File: src/hw/rtl/hls_pkg.sv
// Shared types and constants for the histogram linear stretch block.
// Used by hls_div and histogram_linear_stretch; depends on nothing.
package hls_pkg;

    localparam int FRAME_PIXELS = 65536;
    localparam int INDEX_W      = 16;
    localparam int LEVEL_W      = 8;
    localparam int NUM_W        = 2 * LEVEL_W;

    // Only the addressable part of the frame gets storage.
    localparam int MEM_DEPTH = (FRAME_PIXELS < (1 << INDEX_W)) ? FRAME_PIXELS : (1 << INDEX_W);
    localparam int ADDR_W    = $clog2(MEM_DEPTH);
    localparam int STEP_W    = $clog2(NUM_W);

    localparam logic OP_LOAD = 1'b0;
    localparam logic OP_READ = 1'b1;

    localparam logic [LEVEL_W-1:0] LEVEL_MAX = {LEVEL_W{1'b1}};

    typedef struct packed {
        logic               start;
        logic [NUM_W-1:0]   num;
        logic [LEVEL_W-1:0] den;
    } t_div_req;

    typedef struct packed {
        logic             done;
        logic [NUM_W-1:0] quo;
    } t_div_rsp;

endpackage

File: src/hw/rtl/hls_div.sv
// Iterative restoring divider, one quotient bit per cycle.
// Depends on hls_pkg for widths and the request/response structs.
module hls_div import hls_pkg::*; (
    input  logic     i_clk,
    input  logic     i_rst_n,
    input  t_div_req i_req,
    output t_div_rsp o_rsp
);

    logic               r_run,   n_run;
    logic               r_done,  n_done;
    logic [STEP_W-1:0]  r_step,  n_step;
    logic [NUM_W-1:0]   r_quo,   n_quo;
    logic [LEVEL_W-1:0] r_rem,   n_rem;
    logic [LEVEL_W-1:0] r_den,   n_den;
    logic [LEVEL_W:0]   trial;
    logic [LEVEL_W:0]   diff;
    logic               fits;

    assign trial = {r_rem, r_quo[NUM_W-1]};
    assign diff  = trial - {1'b0, r_den};
    assign fits  = trial >= {1'b0, r_den};

    always_comb begin
        n_run  = r_run;
        n_done = 1'b0;
        n_step = r_step;
        n_quo  = r_quo;
        n_rem  = r_rem;
        n_den  = r_den;
        if (i_req.start) begin
            n_run  = 1'b1;
            n_step = '0;
            n_quo  = i_req.num;
            n_rem  = '0;
            n_den  = i_req.den;
        end else if (r_run) begin
            // shift the numerator out and the quotient bit in
            n_quo = {r_quo[NUM_W-2:0], fits};
            n_rem = fits ? diff[LEVEL_W-1:0] : trial[LEVEL_W-1:0];
            n_step = r_step + 1'b1;
            if (r_step == STEP_W'(NUM_W - 1)) begin
                n_run  = 1'b0;
                n_done = 1'b1;
            end
        end
    end

    always_ff @(posedge i_clk) begin
        if (!i_rst_n) begin
            r_run  <= 1'b0;
            r_done <= 1'b0;
            r_step <= '0;
        end else begin
            r_run  <= n_run;
            r_done <= n_done;
            r_step <= n_step;
        end
        r_quo <= n_quo;
        r_rem <= n_rem;
        r_den <= n_den;
    end

    assign o_rsp.done = r_done;
    assign o_rsp.quo  = r_quo;

endmodule

File: config.mk
export PLATFORM = sky130hd
export DESIGN_NAME = hls_div
export DESIGN_NICKNAME = d
export VERILOG_FILES = /design/src/hw/rtl/hls_pkg.sv /design/src/hw/rtl/hls_div.sv
export SDC_FILE = /design/constraint.sdc
export NUM_CORES = 1
export LEC_CHECK = 0
export BUFFER_PORTS_ARGS = -buffer_cell sky130_fd_sc_hd__buf_2
export CAP_MARGIN = 20
export CORE_MARGIN = 4
export CORE_UTILIZATION = 58
export CTS_BUF_LIST = sky130_fd_sc_hd__clkbuf_16
export CTS_CLUSTER_SIZE = 24
export DETAILED_ROUTE_END_ITERATION = 10
export GPL_TIMING_DRIVEN = 0
export PLACE_DENSITY = 0.84
export SYNTH_ARGS = -nofsm -noshare
export SYNTH_HDL_FRONTEND = slang
export SYNTH_SLANG_ARGS = --single-unit
File: constraint.sdc
create_clock -name i_clk -period 4.65 [get_ports i_clk]
set_clock_uncertainty 0.15 [all_clocks]
set_input_delay 0.6975 -clock i_clk [delete_from_list [all_inputs] [get_ports i_clk]]
set_output_delay 0.6975 -clock i_clk [all_outputs]
set_load 0.1 [all_outputs]
Word level (Yosys, flattened, before mapping)
Cells that the tools add are included.
- register bits: 38
- input bits: 27
- output and inout port bits: 17
- word-level logic and storage cells: 22
- add/sub/neg operators: 2
- order comparisons: 1
- eq/ne operators: 1
- multiplexer cells: 7
- bitwise logic cells: 2
- reductions and logical operators: 3
- operators by type and width (kind ; count):
    2-to-1 mux 16 bit ; 2
    >= comparator 9 x 8 -> 1 bit ; 1
    2-to-1 mux 8 bit ; 1
    subtractor 8 bit ; 1
    adder 4 x 1 -> 4 bit, second input constant ; 1
    equality test 4 bit, second input constant ; 1
    2-to-1 mux 1 bit ; 4
    OR reduction 3 bit ; 1
    inverter 1 bit ; 2
    nonzero test 2 bit ; 1
    OR reduction 2 bit ; 1

Logic depth before layout (Yosys ltp)
Gate-level depths: netlist (run 1).
- depth after elaboration: 4
- depth in mapped cells: 9
- gate-level depth less buffers: 8

Worst setup path before layout (run 1)
No wires, ideal clock.
- path type: register to register
- from: register r_quo[15]
- to: register r_rem[6]
- setup time: 79 ps
- arrival time: 2551 ps
- required time: 4421 ps
- setup slack: 1870 ps
- cell stages (with the launch flop): 9
- path buffers: 0
- period minus slack after synthesis: 2780 ps
- cells stage by stage: edfxtp_1 -> inv_1 -> ha_1 -> fa_1 -> nand2b_1 -> a2111o_1 -> o211ai_1 -> o211ai_1 -> o211ai_1
- word-level cells in the longest chain between the ends: 2
- elaborated cells on any way between the ends: 3
- classes of those cells: 1 x add/sub; 1 x order compare; 1 x mux
- RTL lines (item ; RTL line ; text):
    start, declared ; hls_div.sv:13 ; logic [NUM_W-1:0] r_quo, n_quo;
    start signal, assigned ; hls_div.sv:59 ; r_quo <= n_quo;
    subtractor 8 bit / >= comparator 9 x 8 -> 1 bit (equally long branches) ; hls_div.sv:21, hls_div.sv:22 ;
    2-to-1 mux 8 bit * ; hls_div.sv:40 ; n_rem = fits ? diff[LEVEL_W-1:0] : trial[LEVEL_W-1:0];
    end signal, assigned ; hls_div.sv:60 ; r_rem <= n_rem;
    end, declared ; hls_div.sv:14 ; logic [LEVEL_W-1:0] r_rem, n_rem;
Mark *: on every way between the ends. The rest lies on a longest branch, timed or not.
A chain may end at the register's enable or synchronous reset.

Final worst setup path (run 1)
- from: register r_rem[2]
- to: register r_quo[0], data pin
- word-level cells in the longest chain between the ends: 3
- RTL lines (item ; RTL line ; text):
    >= comparator 9 x 8 -> 1 bit ; hls_div.sv:22 ; assign fits = trial >= {1'b0, r_den};
    2-to-1 mux 16 bit ; hls_div.sv:37 ; end else if (r_run) begin
    2-to-1 mux 16 bit ; hls_div.sv:31 ; if (i_req.start) begin
    via n_quo[0] ; hls_div.sv:13 ;
The timed path passes the listed nets, and every way through them passes these cells. The select of a mux whose other input is x is not followed.

==> metrics.txt, run 1 <==
status=finished, final reports clean; sequential fraction of the synthesis area=49.54%; Root Driver=clkbuf_16; sw frac=33.90%; slowest CP cell=ha_1; period utilization=50.86%; num rows=21; Post-Synth XOR/XNOR Area=2.601%; synth cell count leaders=edfxtp_1, nor2_1, mux2_2; Critical Path Source=r_rem[2]$_SDFFE_PP0P_; Placed Area=2293 um^2; Critical Path Fanout Max=9; initial antenna violation count=0; clock slew at reported path FFs=50 ps; Max VDD drop=0.3705 mV; Power per Cell Area=411.9 nW/um^2; LEAKAGE=1.042 nW; Worst Setup End Kind=flip-flop; Max Clock Freq=422.9 MHz; Final Max Slew Viols=0; first-pass GRT wire length=7348 um; main combinational cell family by area after synthesis=compound AO/OA/AOI/OAI gates; final antenna-violating net count=0; IO Count=44; Arr. time, crit path=2240 ps; largest net degree at the start of global routing=17; die height=67.03 um; # resized after CTS=0; complex-gate fraction of the synthesized area=15.11%; Post-Syn Instances=180; Die X=67.03 um; diodes inserted=0; P_int=0.0006619 W; RSZ-0062 raised after global routing=false; Worst-Skew Late Latency=280 ps; R2R Setup Slk=2290 ps; share of the synthesized area in the top cell type=35.67%; nets@finish=267; Sequential Power Share=40.7%; top cells by area, synth=edfxtp_1, dfxtp_1, mux2_2, ha_1, nor2_1; combinational share of power=27.5%; vias in the first global route=1583; final instance area=2431 um^2; Routed WL=4343 um; top_reg_cell synth=edfxtp_1; Util after Layout=72.28%; fraction of layout cells with a size suffix above 1=32.47%; drt drc=0; Post-Synth Adder-Cell Area=6.563%; hpwl dp=3178 um; reg2reg start=r_rem[2]$_SDFFE_PP0P_; Worst-Margin Slew=608.0 ps; cell area after synthesis=2021 um^2; CTS buffer count=5; most frequent cell after synthesis=edfxtp_1; TritonCTS clock tree=done; simple-gate share of the synthesized area=12.45%; Clock Power Share=31.8%; top cell family by delay on the critical path=compound AO/OA/AOI/OAI gates; fillers=244; final hold vios=0; Netlist cell types=43; cts hold-fix bufs=0; #FFs+latches synth=38; Starting Density=60.08%; H-tree levels=2; Synth Area per Inst=11.23 um^2; setup ws final=2285 ps; Synth Warn #=0; final setup violation count=0; Core ar.=3363 um^2; Mapped Nets=217; Vias/cell=5.614; number of post-CTS setup repair buffers=0; Worst Path Buf+Inv=1; Slew HR=59.42%; total vias in the final route=1555; kind of critical path=flip-flop to flip-flop; Area Growth Syn to Fin=20.31%; Psw=0.0003395 W; asr flop ratio synth=0%; dpl ws=2297 ps; fin crit period=2365 ps; area leader, netlist=edfxtp_1; Worst Min Path Start=r_step[3]$_SDFFE_PP0P_; Bufs on Longest Clock Path=2; die area=4492 um^2; required time worst endpoint=4530 ps; Total GRT Usage=22.34%; DRT iter0 DRCs=64; crit path launch type=flip-flop; IO buf count=43; routed len/inst=15.68 um; setup_tns=0 ps; clk sinks=38; total congestion overflow=0; number of synthesized flops with an enable pin=24; CP max stage delay=370 ps; Max-cap violations=0; mux contribution to synthesized area=9.412%; worst path cell trace=ha_1, a21o_1, a21oi_4, a31oi_4, or2_1, buf_6, mux2_2; final total power=0.001001 W; global placement routability congestion=0.8482; Hold Path Class=flip-flop to flip-flop; drt first pass iters=4
-- worst register-to-register path, cell delays in order (launching register included) --
cell	delay (ps)
dfxtp_1	330
ha_1	370
a21o_1	220
a21oi_4	230
a31oi_4	170
or2_1	250
buf_6	140
mux2_2	260
-- metrics by stage --
stage	hold WS, ps	instances
final	347.2	277
after global routing	373.1	277
after CTS	342.8	277
after detailed placement	310.7	269
after global placement	307.1	269
after floorplan	289.1	180
-- final timing paths --
kind                        end  depth (start not counted)
max          r_quo[0]$_DFFE_PP_                          7
min           r_done$_SDFF_PP0_                          2
max reg2reg  r_quo[0]$_DFFE_PP_                          7
min reg2reg   r_done$_SDFF_PP0_                          2
-- flip-flops by register name, summed over array words and instances, names as in the netlist --
register	count
r_run	1
r_step	4
r_done	1
r_quo	16
r_rem	8
r_den	8
-- layout make-up --
type	instances	area (um^2)	share of cell area, %
timing repair buffer	43	215.2	8.852
buffer	7	38.79	1.595
sequential	38	1001	41.17
tap	46	57.56	2.367
clock inverter	3	12.51	0.5147
multi-input combinational	122	932.1	38.34
clock buffer	5	125.1	5.147
inverter	13	48.80	2.007
-- placed cells by master, fill, tap and decap left out, drive strengths merged, types with 3 or more instances in the layout --
| cell type | n |
|---|---|
| o211ai | 6 |
| nor2 | 20 |
| edfxtp | 24 |
| dfxtp | 14 |
| clkbuf | 6 |
| o311a | 3 |
| inv | 14 |
| nor2b | 3 |
| a211oi | 3 |
| xnor2 | 3 |
| nand2 | 14 |
| nand2b | 4 |
| o21ai | 7 |
| buf | 49 |
| xor2 | 3 |
| mux2 | 16 |
| nand3 | 4 |
| ha | 9 |
| a21oi | 5 |
| a21o | 3 |
-- power by group through the flow --
stage | Sequential (W) | Clock, W | Combinational (W)
after detailed placement | 0.000414 | 0 | 0.000273
after global placement | 0.000412 | 0 | 0.000267
final | 0.000408 | 0.000319 | 0.000275
after CTS | 0.000408 | 0.000320 | 0.000274
after global routing | 0.000411 | 0.000335 | 0.000293
after floorplan | 0.000520 | 0 | 0.000113
-- logic make-up (layout without fill, tap and decap cells) --
| family | Yosys count | in the layout |
|---|---|---|
| and+or+nand+nor | 53 | 53 |
| adders and majority gates | 10 | 10 |
| muxes | 17 | 17 |
| xor gates and xnor gates | 6 | 6 |
| DFF | 38 | 38 |
| buffers and inverters | 20 | 71 |
| AOI/OAI and AO/OA | 36 | 36 |
-- per-layer routing --
layer	GRT usage, %	wire (um)	vias up
li1	-	-	751
met1	26.65	1835	742
met2	37.06	2162	52
met3	6.239	254	10
met4	10.13	90	0
met5	0	0	-
Power figures use the tool's default switching activity.
==> inputs of run 2 (changes only) <==
- ABC_AREA: not set -> 1
- CORE_UTILIZATION: 58 -> 54
- PLACE_DENSITY: 0.84 -> 0.79
- clock period: 4.65 -> 2.4 ns (I/O delays scaled with it)
==> run 2 against run 1 <==
Against the previous run: hold slack worse by 240 ps; combinational power up 66%; core utilization down 5.2 points; design area up 0.98%; final cell count up 22%; synthesized cell count up 34%; global-route usage down 4.5 points; count of clock-buffer cells in the layout unchanged; maximum frequency up 33%; sequential cell count unchanged; sequential power up 90%; critical path depth up 3; critical path type unchanged; critical endpoint is now r_rem[1]$_SDFFE_PP0P_.
==> metrics.txt, run 2 <==
status=finished, final reports clean (unchanged); Register Area=1001 um^2 (unchanged); die height=69.50 um (was 67.03 um); fraction of layout cells with a size suffix above 1=24.40% (was 32.47%); routed wl met3=253 um (was 254 um); die area=4830 um^2 (was 4492 um^2); most frequent cell after synthesis=nand2_1 (was edfxtp_1); Area Growth Syn to Fin=20.22% (was 20.31%); Worst Min Path Start=i_req[4] (was r_step[3]$_SDFFE_PP0P_); final total power=0.001836 W (was 0.001001 W); number of post-CTS setup repair buffers=0 (unchanged); crit path launch type=flip-flop (unchanged); H-tree levels=2 (unchanged); routed len/inst=12.27 um (was 15.68 um); kind of critical path=flip-flop to flip-flop (unchanged); # resized after CTS=0 (unchanged); global placement routability congestion=0.8674 (was 0.8482); Arr. time, crit path=1850 ps (was 2240 ps); R2R Setup Slk=620 ps (was 2290 ps); clock slew at reported path FFs=60 ps (was 50 ps); initial antenna violation count=0 (unchanged); drt first pass iters=4 (unchanged); num rows=22 (was 21); final antenna-violating net count=0 (unchanged); RSZ-0062 raised after global routing=false (unchanged); setup_tns=0 ps (unchanged); reg2reg start=r_den[2]$_DFFE_PP_ (was r_rem[2]$_SDFFE_PP0P_); LEAKAGE=1.256 nW (was 1.042 nW); period utilization=74.08% (was 50.86%); synth cell count leaders=nand2_1, edfxtp_1, inv_1 (was edfxtp_1, nor2_1, mux2_2); Top Metal Used=met4 (unchanged); R2R depth=10 (was 7); Regs by FF count=r_quo: 16 flops, r_den: 8 flops, r_rem: 8 flops (unchanged); final hold vios=0 (unchanged); commonest non-fill, non-tap cell in the layout=nand2_1 (was buf_2); Worst-Margin Slew=493.1 ps (was 608.0 ps); total congestion overflow=0 (unchanged); nets@finish=328 (was 267); IO Count=44 (unchanged); Core ar.=3661 um^2 (was 3363 um^2); Synth Warn #=0 (unchanged); cts hold-fix bufs=0 (unchanged); setup ws final=622.1 ps (was 2285 ps); total vias in the final route=1694 (was 1555); max reg flops=16 (unchanged); largest net degree at the start of global routing=18 (was 17); Power per Cell Area=747.8 nW/um^2 (was 411.9 nW/um^2); Max Clock Freq=562.5 MHz (was 422.9 MHz); Synth Area per Inst=8.473 um^2 (was 11.23 um^2); Bufs on Longest Clock Path=2 (unchanged); Starting Density=55.78% (was 60.08%); TritonCTS clock tree=done (unchanged); share of the synthesized area in the top cell type=35.29% (was 35.67%); Critical Path Fanout Max=10 (was 9); Slew HR=67.35% (was 59.42%); final setup violation count=0 (unchanged); Hold Path Class=primary input to flip-flop (was flip-flop to flip-flop); required time worst endpoint=2470 ps (was 4530 ps); Vias/cell=4.997 (was 5.614); Routed WL=4161 um (was 4343 um); diodes inserted=0 (unchanged); hpwl dp=2997 um (was 3178 um); Final Max Slew Viols=0 (unchanged); number of synthesized flops with an enable pin=24 (unchanged); IO buf count=43 (unchanged); Total GRT Usage=17.80% (was 22.34%); WHS=108.5 ps (was 347.2 ps); metal2 WL=1959 um (was 2162 um); top_reg_cell synth=edfxtp_1 (unchanged); sequential fraction of the synthesis area=49.02% (was 49.54%); worst hold path endpoint=r_den[4]$_DFFE_PP_ (was r_done$_SDFF_PP0_); Worst Setup End Kind=flip-flop (unchanged); dpl ws=607.4 ps (was 2297 ps); #FFs+latches synth=38 (unchanged); Netlist cell types=28 (was 43); Mapped Nets=278 (was 217); Largest Register=r_quo (unchanged); DRT iter0 DRCs=96 (was 64); most frequent cells in the layout=nand2_1, buf_2, edfxtp_1 (was buf_2, edfxtp_1, nor2_1); area leader, netlist=edfxtp_1 (unchanged); fillers=303 (was 244); Root Driver=clkbuf_16 (unchanged); Max-cap violations=0 (unchanged); cell area after synthesis=2042 um^2 (was 2021 um^2); Worst Hold Depth=1 (was 2); fin crit period=1778 ps (was 2365 ps); FF-to-FF End=r_rem[1]$_SDFFE_PP0P_ (was r_quo[0]$_DFFE_PP_); top cells by area, synth=edfxtp_1, nand2_1, dfxtp_1, ha_1, inv_1 (was edfxtp_1, dfxtp_1, mux2_2, ha_1, nor2_1); Max VDD drop=0.5843 mV (was 0.3705 mV); Worst-Skew Late Latency=270 ps (was 280 ps); drt drc=0 (unchanged); Post-Syn Instances=241 (was 180); CTS buffer count=5 (unchanged); vias in the first global route=1578 (was 1583); Multi-input gate area=915.9 um^2 (was 932.1 um^2); Die X=69.50 um (was 67.03 um); asr flop ratio synth=0% (unchanged); M1 wire length=1881 um (was 1835 um); first-pass GRT wire length=6948 um (was 7348 um); clk sinks=38 (unchanged)
run 2: changes by cell type after synthesis, sizes merged, moves of 6 or more:
cell and change:
o21ai -7, nand2 +92, nand3b +6, mux2 -16
nor2 -8, inv +13, nand3 +12, o211ai -6
nor3 +6
run 2: cell type report:
class                      instances  area share (%)
buffer                             5           1.172
clock buffer                       5           5.097
clock inverter                     2          0.3058
inverter                          27           4.128
multi-input combinational        171           37.31
sequential                        38           40.77
tap                               48           2.446
timing repair buffer              43           8.767
run 2: per-stage QoR:
step           util, %  instance area [um^2]  instances
4_1_cts          67.05                  2455        339
3_3_place_gp     63.43                  2322        332
2_1_floorplan        -                  2047        241
5_1_grt          67.05                  2455        339
6_report         67.05                  2455        339
3_5_place_dp     63.43                  2322        332
run 2: cell families after synthesis:
family                     share of synthesized area, %
and+or+nand+nor                                   34.56
DFF                                               49.02
buffers and inverters                             6.372
adders and majority gates                         6.495
AOI/OAI and AO/OA                                 2.267
xor gates and xnor gates                          1.287
run 2: how the worst max path moves through the flow:
stage                        start                    end  slack [ps]  cells after the start
2_1_floorplan  r_quo[15]$_DFFE_PP_  r_rem[4]$_SDFFE_PP0P_          40                     10
3_3_place_gp    r_den[2]$_DFFE_PP_     r_quo[0]$_DFFE_PP_         650                      7
3_5_place_dp   r_quo[15]$_DFFE_PP_  r_rem[4]$_SDFFE_PP0P_         610                     10
4_1_cts        r_quo[15]$_DFFE_PP_  r_rem[4]$_SDFFE_PP0P_         610                     10
5_1_grt         r_den[4]$_DFFE_PP_  r_rem[4]$_SDFFE_PP0P_         440                     11
6_report        r_den[2]$_DFFE_PP_  r_rem[1]$_SDFFE_PP0P_         620                     10
run 2: worst max-delay path: stages (launching register included):
cell      delay (ps)
edfxtp_1         360
inv_1             70
ha_1             280
or2_4            260
nand3_2           80
nand2_2           70
nand2_4          130
nand2_4          100
nand2_1           80
nand3_1           60
nand2_1           60
run 2: report_power, final:
group | switching, W | total [W] | leakage (nW) | internal, W
sequential | 0.0000256 | 0.000777 | 0.356 | 0.000752
combinational | 0.000350 | 0.000457 | 0.832 | 0.000107
clock | 0.000231 | 0.000602 | 0.0685 | 0.000371
total | 0.000606 | 0.00184 | 1.26 | 0.00123
run 2: layer usage:
metal	up-vias	global-route usage (%)
met5	-	0
met4	0	7.158
met3	7	4.783
met2	52	30.30
met1	761	21.22
li1	874	-
